## src/iqlpc_pkg.sv

```systemverilog
package iqlpc_pkg;

  // Default sample width and the fixed field widths of the result.
  localparam int SAMPLE_WIDTH_DEF = 16;
  localparam int MAG_W            = 16;
  localparam int PHASOR_W         = 16;

  // The quotient magnitude never exceeds the Q15 one, so 15 bits suffice.
  localparam int QUOT_W = 15;

  // Q15 near-one scale factor and the reset floor.
  localparam logic [QUOT_W-1:0] Q15_ONE       = 15'd32767;
  localparam logic [MAG_W-1:0]  MIN_MAG_RESET = 16'd100;

  // Sideband that rides along the divider pipeline.
  typedef struct packed {
    logic [MAG_W-1:0] mag_sat;
    logic             too_small;
    logic             zero;
    logic             cos_neg;
    logic             sin_neg;
  } dv_side_t;

endpackage

```

## src/iqlpc_div.sv

```systemverilog
module iqlpc_div #(
  parameter int NW = iqlpc_pkg::SAMPLE_WIDTH_DEF + iqlpc_pkg::QUOT_W,
  parameter int MW = iqlpc_pkg::MAG_W
) (
  input  logic                          clk,
  input  logic                          rst_n,
  input  logic                          en,
  input  logic                          in_vld,
  input  logic [NW-1:0]                 in_num_a,
  input  logic [NW-1:0]                 in_num_b,
  input  logic [MW-1:0]                 in_den,
  input  iqlpc_pkg::dv_side_t           in_side,
  output logic                          out_vld,
  output logic [iqlpc_pkg::QUOT_W-1:0]  out_quo_a,
  output logic [iqlpc_pkg::QUOT_W-1:0]  out_quo_b,
  output iqlpc_pkg::dv_side_t           out_side
);

  localparam int QW = iqlpc_pkg::QUOT_W;
  localparam int CW = NW + MW + 1;

  logic                vld_r   [QW];
  logic [NW-1:0]       rema_r  [QW];
  logic [NW-1:0]       remb_r  [QW];
  logic [QW-1:0]       quoa_r  [QW];
  logic [QW-1:0]       quob_r  [QW];
  logic [MW-1:0]       den_r   [QW];
  iqlpc_pkg::dv_side_t side_r  [QW];

  // Restoring division, one quotient bit of both dividends per stage.
  for (genvar k = 0; k < QW; k++) begin : g_stage
    localparam int B = QW - 1 - k;

    logic                vld_in;
    logic [NW-1:0]       rema_in, remb_in;
    logic [QW-1:0]       quoa_in, quob_in;
    logic [MW-1:0]       den_in;
    iqlpc_pkg::dv_side_t side_in;
    logic [CW-1:0]       shd;
    logic [NW-1:0]       rema_nxt, remb_nxt;
    logic [QW-1:0]       quoa_nxt, quob_nxt;

    if (k == 0) begin : g_first
      assign vld_in  = in_vld;
      assign rema_in = in_num_a;
      assign remb_in = in_num_b;
      assign quoa_in = '0;
      assign quob_in = '0;
      assign den_in  = in_den;
      assign side_in = in_side;
    end else begin : g_next
      assign vld_in  = vld_r[k-1];
      assign rema_in = rema_r[k-1];
      assign remb_in = remb_r[k-1];
      assign quoa_in = quoa_r[k-1];
      assign quob_in = quob_r[k-1];
      assign den_in  = den_r[k-1];
      assign side_in = side_r[k-1];
    end

    assign shd = CW'(den_in) << B;

    always_comb begin
      rema_nxt = rema_in;
      quoa_nxt = quoa_in;
      remb_nxt = remb_in;
      quob_nxt = quob_in;
      if (CW'(rema_in) >= shd) begin
        rema_nxt = NW'(CW'(rema_in) - shd);
        quoa_nxt = quoa_in | (QW'(1) << B);
      end
      if (CW'(remb_in) >= shd) begin
        remb_nxt = NW'(CW'(remb_in) - shd);
        quob_nxt = quob_in | (QW'(1) << B);
      end
    end

    always_ff @(posedge clk) begin
      if (!rst_n) begin
        vld_r[k] <= 1'b0;
      end else if (en) begin
        vld_r[k] <= vld_in;
      end
    end

    always_ff @(posedge clk) begin
      if (en) begin
        rema_r[k] <= rema_nxt;
        remb_r[k] <= remb_nxt;
        quoa_r[k] <= quoa_nxt;
        quob_r[k] <= quob_nxt;
        den_r[k]  <= den_in;
        side_r[k] <= side_in;
      end
    end
  end

  assign out_vld   = vld_r[QW-1];
  assign out_quo_a = quoa_r[QW-1];
  assign out_quo_b = quob_r[QW-1];
  assign out_side  = side_r[QW-1];

endmodule

```

## config.mk

```make
export PLATFORM = sky130hd
export DESIGN_NAME = iqlpc_div
export DESIGN_NICKNAME = d
export VERILOG_FILES = /design/src/iqlpc_pkg.sv /design/src/iqlpc_div.sv
export SDC_FILE = /design/constraint.sdc
export NUM_CORES = 2
export LEC_CHECK = 0
export BUFFER_PORTS_ARGS = -buffer_cell sky130_fd_sc_hd__buf_2
export CAP_MARGIN = 40
export CORE_MARGIN = 2
export CORE_UTILIZATION = 31
export CTS_CLUSTER_SIZE = 25
export DETAILED_ROUTE_END_ITERATION = 12
export PLACE_DENSITY = 0.46
export SYNTH_ARGS = -nofsm -noshare
export SYNTH_HDL_FRONTEND = slang
export SYNTH_SLANG_ARGS = --single-unit
export TNS_END_PERCENT = 20
```

## constraint.sdc

```tcl
create_clock -name clk -period 7.6 [get_ports clk]
set_input_delay 0.38 -clock clk [delete_from_list [all_inputs] [get_ports clk]]
set_output_delay 0.38 -clock clk [all_outputs]
set_load 0.01 [all_outputs]
```

==> Word-level counts from Yosys, hierarchy flattened <==
Memories as Yosys holds them, arrays and structs flattened.
Cells that the tools add are included.
{ "totals": {"mem_count": 7, "regBits": 0, "ram_bits": 1935, "input_bits": 102, "wordCells": 162} }
{ "op_classes": {"muxes": 80, "n_lt_le_gt_ge": 30, "n_bitwise": 15, "addsub": 30} }
{ "memory_table": {"columns": ["memory", "words", "word_bits", "rd", "rd_ports_with_merged_regs", "write_ports", "line", "rtl"], "rows": [
  ["rema_r", 15, 31, 14, 0, 15, "iqlpc_div.sv:23", "logic [NW-1:0] rema_r [QW];"],
  ["remb_r", 15, 31, 14, 0, 15, "iqlpc_div.sv:24", "logic [NW-1:0] remb_r [QW];"],
  ["side_r", 15, 20, 15, 0, 15, "iqlpc_div.sv:28", "iqlpc_pkg::dv_side_t side_r [QW];"],
  ["den_r", 15, 16, 14, 0, 15, "iqlpc_div.sv:27", "logic [MW-1:0] den_r [QW];"],
  ["quoa_r", 15, 15, 15, 0, 15, "iqlpc_div.sv:25", "logic [QW-1:0] quoa_r [QW];"],
  ["quob_r", 15, 15, 15, 0, 15, "iqlpc_div.sv:26", "logic [QW-1:0] quob_r [QW];"],
  ["+1 memories", null, null, null, null, null, null, null]
]} }
{ "op_table": {"columns": ["op", "n"], "rows": [
  ["$mux 31", 30],
  ["$ge 31x16->1", 2],
  ["$ge 31x17->1", 2],
  ["$ge 31x18->1", 2],
  ["$ge 31x19->1", 2],
  ["$ge 31x20->1", 2],
  ["$ge 31x21->1", 2],
  ["$ge 31x22->1", 2],
  ["$ge 31x23->1", 2],
  ["$ge 31x24->1", 2],
  ["$ge 31x25->1", 2],
  ["$ge 31x26->1", 2],
  ["$ge 31x27->1", 2],
  ["$ge 31x28->1", 2],
  ["$ge 31x29->1", 2],
  ["$ge 31x30->1", 2],
  ["$sub 31x16->31", 2],
  ["$sub 31x17->31", 2],
  ["$sub 31x18->31", 2],
  ["$sub 31x19->31", 2],
  ["$sub 31x20->31", 2],
  ["$sub 31x21->31", 2],
  ["$sub 31x22->31", 2],
  ["$sub 31x23->31", 2],
  ["23 further kinds", 79]
]} }

==> Longest topological paths before layout <==
{ "depth": {"word_depth": 4, "ltp_mapped": 14, "ltp_nobuf": 13} }

==> Worst setup path before layout <==
OpenSTA, ideal clock, no wires.
{ "synth_timing": {"kind": "register -> register", "start": "memory rema_r[0][73] (netlist name)", "end": "memory rema_r[0][105] (netlist name) (data pin)", "required_time_ns": 7.340, "arrival_time_ns": 3.277, "path_stages_with_launch": 13, "slack_ns": 4.064, "n_path_buf": 1, "cell_sequence": "edfxtp_1 > inv_1 > ha_1 > inv_1 > fa_1 > a211o_1 > a2111oi_0 > o31ai_1 > a21oi_1 > o21bai_1 > a2111oi_4 > buf_2 > mux2_2"} }
{ "synth_lines": {"columns": ["item", "line"], "rows": [
  ["start: declaration", "iqlpc_div.sv:23"]
]} }

==> run_results.csv <==
group,metric,value,unit
run_status,status,"finished, final reports clean",
global_routing,first_global_vias,53200,
routing,drtIter0Drc,2789,
worst_setup_path,cp.required,8.20,ns
worst_setup_path,critPathLaunchType,"flip-flop",
synth,muxShareOfSynthArea,1.47,%
pwr,p_leak,0.0348,uW
clock_tree,cts_resized,0,
floorplan,rows,189,
routing,wl_per_cell,19.2,um
synth,synth_warnings,0,
routing,num_vias,51300,
worst_hold_path,hp-class,"input pin to flip-flop",
sta,hold_viol_final,0,
synth,yosysUniqueCellTypes,89,
sta,fin_crit,4.13,ns
pwr,p_comb_share,30.8,%
cells_and_area,area_delta_synth_final,15.7,%
sta,setup_viol,0,
worst_setup_path,worstSetupPathType,"flip-flop to flip-flop",
synth,syn_nets,7198,
global_routing,grt_antenna_before_repair,4,
sta,finalSetupTns,0,ns
routing,first_pass_iters,5,
pwr,clockPowerShare,28.3,%
worst_setup_path,cp.arrival,4.73,ns
synth,yosysSeqAreaShare,60.1,%
placed_design,routabilityCongestion,0.912,
pwr,peakVddDrop,0.285,mV
floorplan,dieArea,0.270,sq mm
floorplan,die_height,519,um
synth,synthCells,6588,
worst_setup_path,r2r_slack,3.47,ns
clock_tree,cts_sinks,1647,
synth,synthAdderAreaFrac,7.98,%
cells_and_area,drive_above_1_share,9.31,%
clock_tree,root_buffer,"clkbuf_16",
synth,synth_seq_cells,1647,
floorplan,core,0.265,sq mm
synth,synth_area_per_cell,12.5,sq um
clock_tree,clk_latency,0.85,ns
sta,fin_crit_sh,54.3,%
sta,rsz0062_at_grt,"no",
floorplan,start_util,31.1,%
sta,fmax,242,MHz
placed_design,placed_area,0.0876,sq mm
flow_run,maxCapViolations,0,
pwr,p_per_area,350,mW/mm^2
floorplan,die_w,519,um
pwr,netSwitchingFraction,32.6,%
floorplan,ios,153,
routing,viasPerCell,4.81,
sta,slew_headroom,16.6,%
sta,fin_skew,0.0504,ns
routing,drc,0,
synth,yosys.area_share.simple,11.1,%
global_routing,grt_max_degree,199,
placed_design,portBuffers,152,
synth,synthFlopType,"edfxtp_1",
synth,synth_edf_count,1646,
pwr,p_switching,10900,uW
sta,worst_pin_slew,1.25,ns
routing,wl,204000,um
synth,synth_top_family_by_area,"compound AO/OA/AOI/OAI gates",
sta,slew_violations,0,
clock_tree,ctsHtreeMaxLevel,4,
sta,whs,0.236,ns
clock_tree,cts_buffer_depth,3,
clock_tree,cts_tree,"yes",
synth,netlist_area,0.0823,sq mm
worst_setup_path,worst-path-max-fanout,33,
placed_design,dp_hpwl,155000,um
clock_tree,hold_buffers,102,
clock_tree,path_clk_slew,0.06,ns
synth,synthXorXnorAreaFrac,5.65,%
global_routing,grt_pass1_wl,313000,um
cells_and_area,stdcell_area,0.0952,sq mm
clock_tree,numCtsBuffers,193,
pwr,cell_internal_pwr,22500,uW
global_routing,grt_usage,15.0,%
clock_tree,cts_setup_buffers,0,
routing,ant_nets,0,
worst_setup_path,end_kind,"flip-flop",
synth,async_flop_share,0,%
pwr,seqPwrFrac,41.0,%
global_routing,overflow,0,
cells_and_area,num-nets-final,7574,
synth,synth_compound_gate_area_share,11.4,%
==> cells in the mapped netlist, drive strengths merged (31+ instances only) <==
library cell  number  area (sq um)
o21bai            40           300
xnor2            287          2510
or3               66           418
a31oi             35           219
edfxtp          1646         49400
o31ai             43           323
nor2             396          1490
nand4             79           494
mux2              98          1100
inv              382          1430
nor4             107           669
a21oi            412          2060
nand3            104           521
a211oi            49           368
a21o             155          1160
xor2             244          2140
nor3             192           966
buf               32           159
o211ai            39           307
nand2            459          1720
o21a              86           646
o21ai            421          2110
nor2b             74           463
clkbuf            92           345
or2               31           194
or4               36           274
ha               480          6010
nand2b            76           475
and3              43           269
==> worst max-delay path: stages, from the launching register on <==
cell	delay (ns)
edfxtp_1	0.35
inv_1	0.09
ha_1	0.16
inv_1	0.05
fa_1	0.42
a211o_1	0.34
a2111oi_0	0.72
o31ai_1	0.26
a21oi_1	0.20
o21bai_1	0.17
a2111oi_4	0.37
buf_4	0.35
mux2_2	0.38
==> worst paths after layout <==
check / depth (start not counted) / endpoint / startpoint
min reg2reg: 0 / side_r[1][30]$_DFFE_PP_ / side_r[1][10]$_DFFE_PP_
max reg2reg: 12 / rema_r[0][105]$_DFFE_PP_ / rema_r[0][73]$_DFFE_PP_
max: 12 / rema_r[0][105]$_DFFE_PP_ / rema_r[0][73]$_DFFE_PP_
min: 2 / side_r[0][13]$_DFFE_PP_ / in_side[13]
==> cells by family after synthesis <==
kind of cell               count (synthesis)
AOI/OAI and AO/OA                       1487
buffers and inverters                    506
xor gates and xnor gates                 531
adders and majority gates                508
DFF                                     1647
and+or+nand+nor                         1800
muxes                                    109
==> metal layers <==
metal	GRT usage [%]	vias to the layer above	share of wire, %
li1	-	25700	-
met1	15.6	24300	38
met2	28.0	898	53
met3	2.23	442	2.8
met4	8.99	0	6.6
met5	0	-	0
==> placed cells by master, fill, tap and decap left out, drive strengths merged, types with 22 or more instances in the layout <==
cell type,n
edfxtp,1646
ha,480
nand2,459
o21ai,421
a21oi,412
nor2,396
inv,391
xnor2,287
xor2,244
clkbuf,226
buf,202
nor3,192
a21o,155
nor4,107
nand3,104
dlygate4sd3,102
mux2,98
o21a,86
clkinv,84
nand4,79
nand2b,76
nor2b,74
or3,66
a211oi,49
and3,43
o31ai,43
o21bai,40
o211ai,39
or4,36
a31oi,35
or2,31
fa,28
bufinv,25
nand3b,23
o31a,22
==> power by group through the flow <==
| stage | logic, uW | clock network (uW) | registers (uW) |
|---|---|---|---|
| 6_report | 10300 | 9420 | 13700 |
| 5_1_grt | 11500 | 10200 | 13900 |
| 4_1_cts | 10300 | 9800 | 13700 |
| 3_5_place_dp | 10200 | 0 | 13800 |
| 3_3_place_gp | 10100 | 0 | 13900 |
| 2_1_floorplan | 7790 | 0 | 13300 |
==> final cells by class <==
cell class / count / area [sq um]
Inverter: 382 / 1430
Multi-Input combinational cell: 4435 / 31000
Clock buffer: 226 / 4950
Clock inverter: 127 / 1580
Antenna cell: 1 / 2.50
Timing Repair Buffer: 305 / 2330
Fill cell: 25500 / 169000
Sequential cell: 1647 / 49400
Tap cell: 3533 / 4420
==> through the flow <==
| stage | instances | worst slack (ns) | power, uW | util (%) |
|---|---|---|---|---|
| after floorplan | 6588 | 4.06 | 21100 | - |
| after global placement | 10200 | 3.33 | 24000 | 33.1 |
| after detailed placement | 10200 | 3.61 | 24000 | 33.1 |
| after CTS | 10700 | 3.60 | 33700 | 36.0 |
| after global routing | 10700 | 3.30 | 35600 | 36.0 |
| final | 10700 | 3.47 | 33300 | 36.0 |
==> state kept, by name (all words and copies together) (netlist names) <==
register  cells
quob_r      120
den_r       224
quoa_r      120
rema_r      434
side_r      300
vld_r        15
remb_r      434
Note: power is estimated with default switching activity, not from simulation.
