$ cat src/iqlpc_pkg.sv
package iqlpc_pkg;

  // Default sample width and the fixed field widths of the result.
  localparam int SAMPLE_WIDTH_DEF = 16;
  localparam int MAG_W            = 16;
  localparam int PHASOR_W         = 16;

  // The quotient magnitude never exceeds the Q15 one, so 15 bits suffice.
  localparam int QUOT_W = 15;

  // Q15 near-one scale factor and the reset floor.
  localparam logic [QUOT_W-1:0] Q15_ONE       = 15'd32767;
  localparam logic [MAG_W-1:0]  MIN_MAG_RESET = 16'd100;

  // Sideband that rides along the divider pipeline.
  typedef struct packed {
    logic [MAG_W-1:0] mag_sat;
    logic             too_small;
    logic             zero;
    logic             cos_neg;
    logic             sin_neg;
  } dv_side_t;

endpackage

$ cat src/iqlpc_sqrt.sv
module iqlpc_sqrt #(
  parameter int SW   = iqlpc_pkg::SAMPLE_WIDTH_DEF,
  parameter int SB_W = 1
) (
  input  logic              clk,
  input  logic              rst_n,
  input  logic              en,
  input  logic              in_vld,
  input  logic [2*SW-1:0]   in_x,
  input  logic [SB_W-1:0]   in_sb,
  output logic              out_vld,
  output logic [SW-1:0]     out_root,
  output logic [SB_W-1:0]   out_sb
);

  localparam int RW = 2*SW + 1;

  logic            vld_r  [SW];
  logic [RW-1:0]   rem_r  [SW];
  logic [SW-1:0]   root_r [SW];
  logic [SB_W-1:0] sb_r   [SW];

  // One root bit per stage, most significant first.
  for (genvar k = 0; k < SW; k++) begin : g_stage
    localparam int B = SW - 1 - k;

    logic            vld_in;
    logic [RW-1:0]   rem_in;
    logic [SW-1:0]   root_in;
    logic [SB_W-1:0] sb_in;
    logic [RW-1:0]   trial;
    logic [RW-1:0]   rem_nxt;
    logic [SW-1:0]   root_nxt;

    if (k == 0) begin : g_first
      assign vld_in  = in_vld;
      assign rem_in  = {1'b0, in_x};
      assign root_in = '0;
      assign sb_in   = in_sb;
    end else begin : g_next
      assign vld_in  = vld_r[k-1];
      assign rem_in  = rem_r[k-1];
      assign root_in = root_r[k-1];
      assign sb_in   = sb_r[k-1];
    end

    // The growth of the square when this root bit is set.
    assign trial = (RW'(root_in) << (B + 1)) + (RW'(1) << (2*B));

    always_comb begin
      if (rem_in >= trial) begin
        rem_nxt  = rem_in - trial;
        root_nxt = root_in | (SW'(1) << B);
      end else begin
        rem_nxt  = rem_in;
        root_nxt = root_in;
      end
    end

    always_ff @(posedge clk) begin
      if (!rst_n) begin
        vld_r[k] <= 1'b0;
      end else if (en) begin
        vld_r[k] <= vld_in;
      end
    end

    always_ff @(posedge clk) begin
      if (en) begin
        rem_r[k]  <= rem_nxt;
        root_r[k] <= root_nxt;
        sb_r[k]   <= sb_in;
      end
    end
  end

  assign out_vld  = vld_r[SW-1];
  assign out_root = root_r[SW-1];
  assign out_sb   = sb_r[SW-1];

endmodule

$ cat config.mk
export PLATFORM = sky130hd
export DESIGN_NAME = iqlpc_sqrt
export DESIGN_NICKNAME = d
export VERILOG_FILES = /design/src/iqlpc_pkg.sv /design/src/iqlpc_sqrt.sv
export SDC_FILE = /design/constraint.sdc
export NUM_CORES = 1
export LEC_CHECK = 0
export ABC_AREA = 0
export BUFFER_PORTS_ARGS = -buffer_cell sky130_fd_sc_hd__buf_4
export CAP_MARGIN = 30
export CORE_MARGIN = 2
export CORE_UTILIZATION = 40
export CTS_BUF_LIST = sky130_fd_sc_hd__clkbuf_2
export DETAILED_ROUTE_END_ITERATION = 16
export SLEW_MARGIN = 25
export SYNTH_ARGS = -nofsm -noshare
export SYNTH_HDL_FRONTEND = slang
export SYNTH_SLANG_ARGS = --single-unit
$ cat constraint.sdc
create_clock -name clk -period 4.1 [get_ports clk]
set_input_delay 0.205 -clock clk [delete_from_list [all_inputs] [get_ports clk]]
set_output_delay 0.205 -clock clk [all_outputs]
set_load 0.01 [all_outputs]
# Word-level counts from Yosys, hierarchy flattened
# Memory sizes are Yosys's and may differ from the RTL's.
# Index checks and enable logic that the tools add are counted.
# op_classes
addsub	31
order_cmp	16
mux	53
n_bitwise	16
# op_table
cell	count
$mux 33	16
$ge 33x18->1	1
$ge 33x19->1	1
$ge 33x20->1	1
$ge 33x21->1	1
$ge 33x22->1	1
$ge 33x23->1	1
$ge 33x24->1	1
$ge 33x25->1	1
$ge 33x26->1	1
$ge 33x27->1	1
$ge 33x28->1	1
$ge 33x29->1	1
$ge 33x30->1	1
$ge 33x31->1	1
$ge 33x32->1	1
$sub 32x31->33 const B	1
$sub 33x18->33	1
$sub 33x19->33	1
$sub 33x20->33	1
$sub 33x21->33	1
$sub 33x22->33	1
$sub 33x23->33	1
$sub 33x24->33	1
41 further kinds	77
# totals
reg_bits	0
mem_bits_rw	816
input_bits	37
out_inout_bits	18
wordCells	120
n_memories	4
# mem_list
name	depth	word_bits	read_ports	rd_ports_with_merged_regs	write_ports	line	text
rem_r	16	33	15	0	16	iqlpc_sqrt.sv:19	logic [RW-1:0] rem_r [SW];
root_r	16	16	16	0	16	iqlpc_sqrt.sv:20	logic [SW-1:0] root_r [SW];
sb_r	16	1	16	0	16	iqlpc_sqrt.sv:21	logic [SB_W-1:0] sb_r [SW];
vld_r	16	1	16	0	16	iqlpc_sqrt.sv:18	logic vld_r [SW];

# Depth between registers and ports, before layout
# Gate-level depths: netlist (run 1).
# logic_depth
ltp_word	4
depth_mapped	12
ltp_nobuf	10

# Least setup slack after synthesis (run 1)
# OpenSTA, ideal clock, no wires.
# synth_path
path_kind	register to register
start	memory rem_r[1][26] in the netlist's numbering
end	memory rem_r[1][49] in the netlist's numbering (data pin)
setup_ns	0.260
arrival_time_ns	2.742
required_time_ns	3.840
path_slack_ns	1.098
path_stages_with_launch	8
path_buffers	1
period_less_slack_ns	3.002
cell_sequence	edfxtp_1 > or4_4 > or3_1 > or2_0 > or3_1 > a211oi_4 > buf_6 > mux2_2
# synth_lines
item	line
from (decl)	iqlpc_sqrt.sv:19

==> qor.txt, run 1 <==
Clock Path Buffers -> 3
Mean Syn Cell Area -> 13.1 um^2
Share of cells above drive strength 1 -> 0.134
Cts bufs inserted -> 170
Clk_skew -> 0.0687 ns
Maximum VDD drop -> 0.264 mV
I/O pin cnt -> 55
Crit path from -> in_x[21]
Largest net degree at the start of global routing -> 114
Synth top area share -> 0.642
Register area share after synthesis -> 0.643
Top cell by count, worst path -> dlygate4sd3_1
Top_reg_cell synth -> edfxtp_1
Cell taking the most area after synthesis -> edfxtp_1
Syn nets -> 2546
Grt ovf -> 0
Hold Path Class -> input port to flip-flop
Gp weighted congestion -> 0.958
Outcome -> completed
Drt drc -> 0
Vias in the first global route -> 20600
Nets -> 2863
Post-DP HPWL -> 44500 um
I/O Buffers -> 54
CTS resizes -> 0
Static leakage -> 13.5 nW
FF+latch count, synth -> 663
CP Data Arrival Time -> 4.89 ns
CTS root buf -> clkbuf_2
Chip Width -> 282 um
CP Launch Type -> input port
Post-route ant nets -> 0
Relative slew slack -> 0.405
# clock sinks -> 663
Max-Cap Viols -> 0
Yosys warning total -> 0
Post-synth cell types -> 76
Critical Path Fanout Max -> 4
Cells after Synth -> 2359
Fin crit period -> 3.61 ns
Count leader, synth -> edfxtp_1
Pre-CTS WS -> 0.702 ns
Max frequency -> 277 MHz
Setup WS post-layout -> 0.489 ns
Crit end category -> flip-flop
Worst flop-to-flop path startpoint -> rem_r[1][170]$_DFFE_PP_
CTS tree -> done
# rows -> 102
Router iterations before antenna repair -> 7
Slew @ Worst Pin -> 0.870 ns
Fin crit share -> 0.881
Dpl cells -> 3436
Skew-Pair Late Insertion Delay -> 1.34 ns
# H-tree levels -> 4
Die outline area -> 79600 um^2
DRT iter0 DRCs -> 938
RSZ-0062 raised after global routing -> no
First-pass GRT wire length -> 102000 um
Synth area leaders -> edfxtp_1 (64%), ha_1 (6.1%), xor2_1 (3.2%)
Layout Cells excl Fill -> 3842
PwrDens -> 449 nW/um^2
Hold Startpoint -> rst_n
Core footprint -> 77100 um^2
DIE HEIGHT -> 282 um
CP peak stage delay -> 0.57 ns
Clock slew at reported path FFs -> 0.12 ns
Synth-to-layout area growth -> 14.3%
CP Cell Sequence -> dlygate4sd3_1, dlygate4sd3_1, buf_4, dlygate4sd3_1, or4_1, nor4_1, nand3_1, o21ai_0, nor2_1, dlygate4sd3_1, a21oi_1, dlygate4sd3_1
Top post-synthesis cells by count -> edfxtp_1 (662), inv_1 (180), ha_1 (150), nor2_1 (146), nand2_1 (130)
Setup Crit Path Kind -> input port to flip-flop
Via/cell ratio -> 5.12
Routed Wire Length -> 63700 um
Setup TNS -> 0 ns
Final Hold Vio Count -> 0
CP Data Required Time -> 5.38 ns
Critical-path top delay cell -> dlygate4sd3_1
Avg WL per Cell -> 16.6 um
Max Slew Vio Count -> 0
Via Count -> 19700
Initial antenna violation count -> 3
Setup Fix Bufs, Post-CTS -> 0
Starting Density -> 0.402
Ys async rst share -> 0
EDFF count, synth -> 662
Total track usage -> 0.163
Final setup fails -> 0
Mapped Area -> 31000 um^2
-- kinds of logic after synthesis --
logic type      synth area share
xor+xnor                  0.0583
fa+ha+maj                 0.0606
flops                      0.643
compound gates            0.0800
mux                      0.00772
buf+inv                   0.0279
simple gates               0.123
-- report_power, final --
part	switching (mW)	total [mW]	internal (mW)
Sequential	0.519	8.90	8.38
Combinational	1.42	2.53	1.12
Clock	2.75	4.45	1.70
-- final timing paths --
| kind | end | slack, ns | depth (start not counted) |
|---|---|---|---|
| worst min-delay path | vld_r[2]$_DFFE_PP_ | 0.20 | 3 |
| worst max-delay path | rem_r[0][31]$_DFFE_PP_ | 0.49 | 12 |
| worst min register to register | sb_r[0][3]$_DFFE_PP_ | 0.42 | 0 |
| worst max register to register | rem_r[1][219]$_DFFE_PP_ | 0.68 | 9 |
-- final cells by class --
| class | count | area, um^2 |
|---|---|---|
| Antenna cell | 7 | 17.5 |
| Clock buffer | 236 | 1180 |
| Inverter | 182 | 683 |
| Multi-Input combinational cell | 1475 | 10200 |
| Sequential cell | 663 | 19900 |
| Clock inverter | 55 | 362 |
| Timing Repair Buffer | 184 | 1740 |
| Fill cell | 6918 | 41700 |
| Tap cell | 1040 | 1300 |
-- critical path, delay by kind of cell --
kind | cells | cell delay (ns)
buffers and inverters | 6 | 2.96
AOI/OAI and AO/OA | 2 | 0.56
and+or+nand+nor | 4 | 1.17
-- through the flow --
step	util	instance area, um^2	power, mW	hold WS [ns]
after floorplan	-	31000	10.6	0.304
after global placement	0.425	32700	11.4	0.387
after detailed placement	0.425	32700	11.5	0.387
after CTS	0.459	35400	16.1	0.0534
after global routing	0.459	35400	16.8	0.102
final	0.459	35400	15.9	0.204
-- state kept, by name, summed over array words and instances, names as in the netlist --
register and cells:
rem_r 495, root_r 136, sb_r 16, vld_r 16
-- cell usage in the layout (no fill, tap or decap), types with 26 or more instances in the layout --
cell           netlist  routed
a21o_1              28      28
a21oi_1            100      99
buf_4                4      70
clkbuf_2             0     236
clkinv_1             0      36
dlygate4sd3_1        0     107
edfxtp_1           662     662
ha_1               150     150
inv_1              180     180
nand2_1            130     130
nand2b_1            31      31
nand3_1             28      28
nand4_1             28      28
nor2_1             146     146
nor2b_1             26      26
nor3_1              73      73
nor4_1              90      89
o21a_1              39      39
o21ai_0            116     116
or3_1               27      27
xnor2_1             93      93
xor2_1             113     113
-- layer usage --
| layer | vias up | routed length [um] | global-route usage |
|---|---|---|---|
| li1 | 9614 | - | - |
| met1 | 9322 | 23700 | 0.160 |
| met2 | 508 | 34500 | 0.312 |
| met3 | 212 | 2510 | 0.0369 |
| met4 | 0 | 3050 | 0.0959 |
| met5 | - | 0 | 0 |
-- what timing repair did --
| item | CTS | global route |
|---|---|---|
| setup endpoints to repair | 0 | 0 |
| hold buffers | 108 | 0 |
| endpoints found under the hold margin | 713 | 0 |
Note: power is estimated with default switching activity, not from simulation.
==> run 2: changes to the inputs <==
Settings changed: CORE_UTILIZATION 40 to 55, PLACE_DENSITY from default to 0.71.
==> qor.txt, run 2 (synthesis results as in run 1) <==
# H-tree levels -> 4
Net Sw Power -> 4.76 mW
GR Util met3 -> 0.0495
Routed Wire Length -> 68000 um
Fin crit share -> 0.893
Avg WL per Cell -> 19.2 um
Crit end category -> flip-flop
PwrDens -> 455 nW/um^2
Final Hold Vio Count -> 0
Critical Path Fanout Max -> 4
Via Count -> 20000
Tot Pwr -> 15.9 mW
Chip Width -> 241 um
Via/cell ratio -> 5.66
Max-Cap Viols -> 0
Drt drc -> 0
Cell family with most CP delay -> buffers and inverters
Static leakage -> 13.4 nW
Worst setup path endpoint -> rem_r[0][31]$_DFFE_PP_
Synth-to-layout area growth -> 12.9%
R2r worst-path depth -> 6
Met2 Resource Use GR -> 0.421
Hold Path Class -> input port to flip-flop
Setup Crit Path Kind -> input port to flip-flop
First-pass GRT wire length -> 107000 um
Total track usage -> 0.240
Stages on worst setup path -> 12
Clock Path Buffers -> 3
Setup Fix Bufs, Post-CTS -> 0
Most frequent cells in the layout -> edfxtp_1 (662), clkbuf_2 (219), inv_1 (180)
Reg power frac -> 0.563
I/O Buffers -> 54
Power share of the combinational group -> 0.163
Grt ovf -> 0
Relative slew slack -> 0.385
Final setup fails -> 0
CP Data Arrival Time -> 4.89 ns
Router iterations before antenna repair -> 7
Critical path buffer and inverter count -> 6
Setup TNS -> 0 ns
Max reg flops -> 495
CTS root buf -> clkbuf_2
Nets -> 2857
RSZ-0062 raised after global routing -> no
Most Crowded Layer GR -> met2
DIE HEIGHT -> 241 um
Skew-Pair Late Insertion Delay -> 1.36 ns
Worst hold slack -> 0.197 ns
Starting Density -> 0.559
Register name with the most flops -> rem_r
DRT iter0 DRCs -> 1448
Cts bufs inserted -> 165
# clock sinks -> 663
Reg-to-reg slack, setup -> 0.75 ns
Outcome -> completed
Share of cells above drive strength 1 -> 0.129
Slew @ Worst Pin -> 0.917 ns
Core footprint -> 55400 um^2
CP Data Required Time -> 5.33 ns
Critical-path top delay cell -> dlygate4sd3_1
Grt met1 use -> 0.284
CP Launch Type -> input port
Max frequency -> 273 MHz
CP peak stage delay -> 0.58 ns
Clock slew at reported path FFs -> 0.12 ns
Max Slew Vio Count -> 0
Post-route ant nets -> 0
CTS tree -> done
Vias in the first global route -> 20300
I/O pin cnt -> 55
Clock share of power -> 0.274
CP Cell Sequence -> dlygate4sd3_1, dlygate4sd3_1, buf_4, dlygate4sd3_1, or4_1, nor4_1, nand3_1, o21ai_0, nor2_1, dlygate4sd3_1, a21oi_1, dlygate4sd3_1
Clk_skew -> 0.0873 ns
Biggest regs -> rem_r x495, root_r x136
Leading cell type in the layout, fill and taps excluded -> edfxtp_1
Largest net degree at the start of global routing -> 134
Fin crit period -> 3.66 ns
# rows -> 86
Gp weighted congestion -> 0.884
Initial antenna violation count -> 3
Sw Share -> 0.299
Critical R2R Capture -> rem_r[1][142]$_DFFE_PP_
Maximum VDD drop -> 0.303 mV
Cell Int Power -> 11.1 mW
Post-DP HPWL -> 45400 um
Worst flop-to-flop path startpoint -> rem_r[1][121]$_DFFE_PP_
Crit path from -> in_x[22]
Die outline area -> 58200 um^2
Top cell by count, worst path -> dlygate4sd3_1
==> run 2: cell types whose count changed in the layout (fill, tap and decap cells not counted) <==
| cell | before | now |
|---|---|---|
| clkbuf_2 | 236 | 219 |
| clkinv_1 | 36 | 41 |
| clkinv_4 | 0 | 4 |
| clkinv_8 | 4 | 0 |
| diode_2 | 7 | 3 |
| inv_8 | 4 | 1 |
| buf_4 | 70 | 68 |
| clkinv_2 | 4 | 6 |
| clkinvlp_4 | 1 | 3 |
| inv_12 | 2 | 0 |
| inv_2 | 2 | 4 |
| inv_6 | 3 | 5 |
| buf_16 | 1 | 2 |
| bufinv_16 | 1 | 2 |
==> run 2: stage by stage <==
| step | cell area [um^2] | instances | util | worst slack (ns) |
|---|---|---|---|---|
| after global placement | 32300 | 3142 | 0.584 | 0.865 |
| after detailed placement | 32300 | 3142 | 0.584 | 0.798 |
| after CTS | 34900 | 3534 | 0.630 | 0.778 |
| after floorplan | 31000 | 2359 | - | 1.10 |
| after global routing | 34900 | 3537 | 0.630 | 0.364 |
| final | 34900 | 3537 | 0.630 | 0.439 |
==> run 2: layer usage <==
layer | vias to the layer above | share of wire | routed length, um
met5 | - | 0 | 0
met4 | 0 | 0.034 | 2290
met3 | 154 | 0.049 | 3330
met2 | 602 | 0.51 | 35000
met1 | 9660 | 0.40 | 27400
li1 | 9589 | - | -
==> run 2: timing repair <==
action,CTS,global route
hold endpoints to repair,713,0
hold buffers,109,0
setup endpoints to repair,0,0
gates resized for setup,0,0
==> run 2: area by class of cell <==
class | instances | area (um^2)
diodes | 3 | 7.51
clock buffers | 219 | 1100
clock inverters | 64 | 364
fillers | 4224 | 20500
inverters | 182 | 683
multi-input cells | 1475 | 10200
flip-flops and latches | 663 | 19900
well taps | 748 | 936
repair buffers | 183 | 1750
==> run 2: worst min path at each step <==
| stage | startpoint | to | cells past startpoint |
|---|---|---|---|
| after detailed placement | in_x[21] | rem_r[0][21]$_DFFE_PP_ | 1 |
| final | in_x[8] | rem_r[0][8]$_DFFE_PP_ | 3 |
| after floorplan | in_x[0] | rem_r[0][0]$_DFFE_PP_ | 0 |
| after global placement | in_x[21] | rem_r[0][21]$_DFFE_PP_ | 1 |
| after global routing | in_x[8] | rem_r[0][8]$_DFFE_PP_ | 3 |
| after CTS | in_x[12] | rem_r[0][12]$_DFFE_PP_ | 3 |
==> run 2: power groups by stage <==
stage | Combinational (mW) | Sequential (mW) | Clock [mW]
detailed placement | 2.46 | 9.10 | 0
global placement | 2.40 | 9.08 | 0
finish | 2.59 | 8.95 | 4.35
floorplan | 1.79 | 8.84 | 0
CTS | 2.56 | 8.95 | 4.47
global route | 2.87 | 9.02 | 4.81
==> run 2: tightest hold or removal path, stage by stage <==
cell and delay (ns):
dlygate4sd3_1 0.54, buf_4 0.11, dlygate4sd3_1 0.57
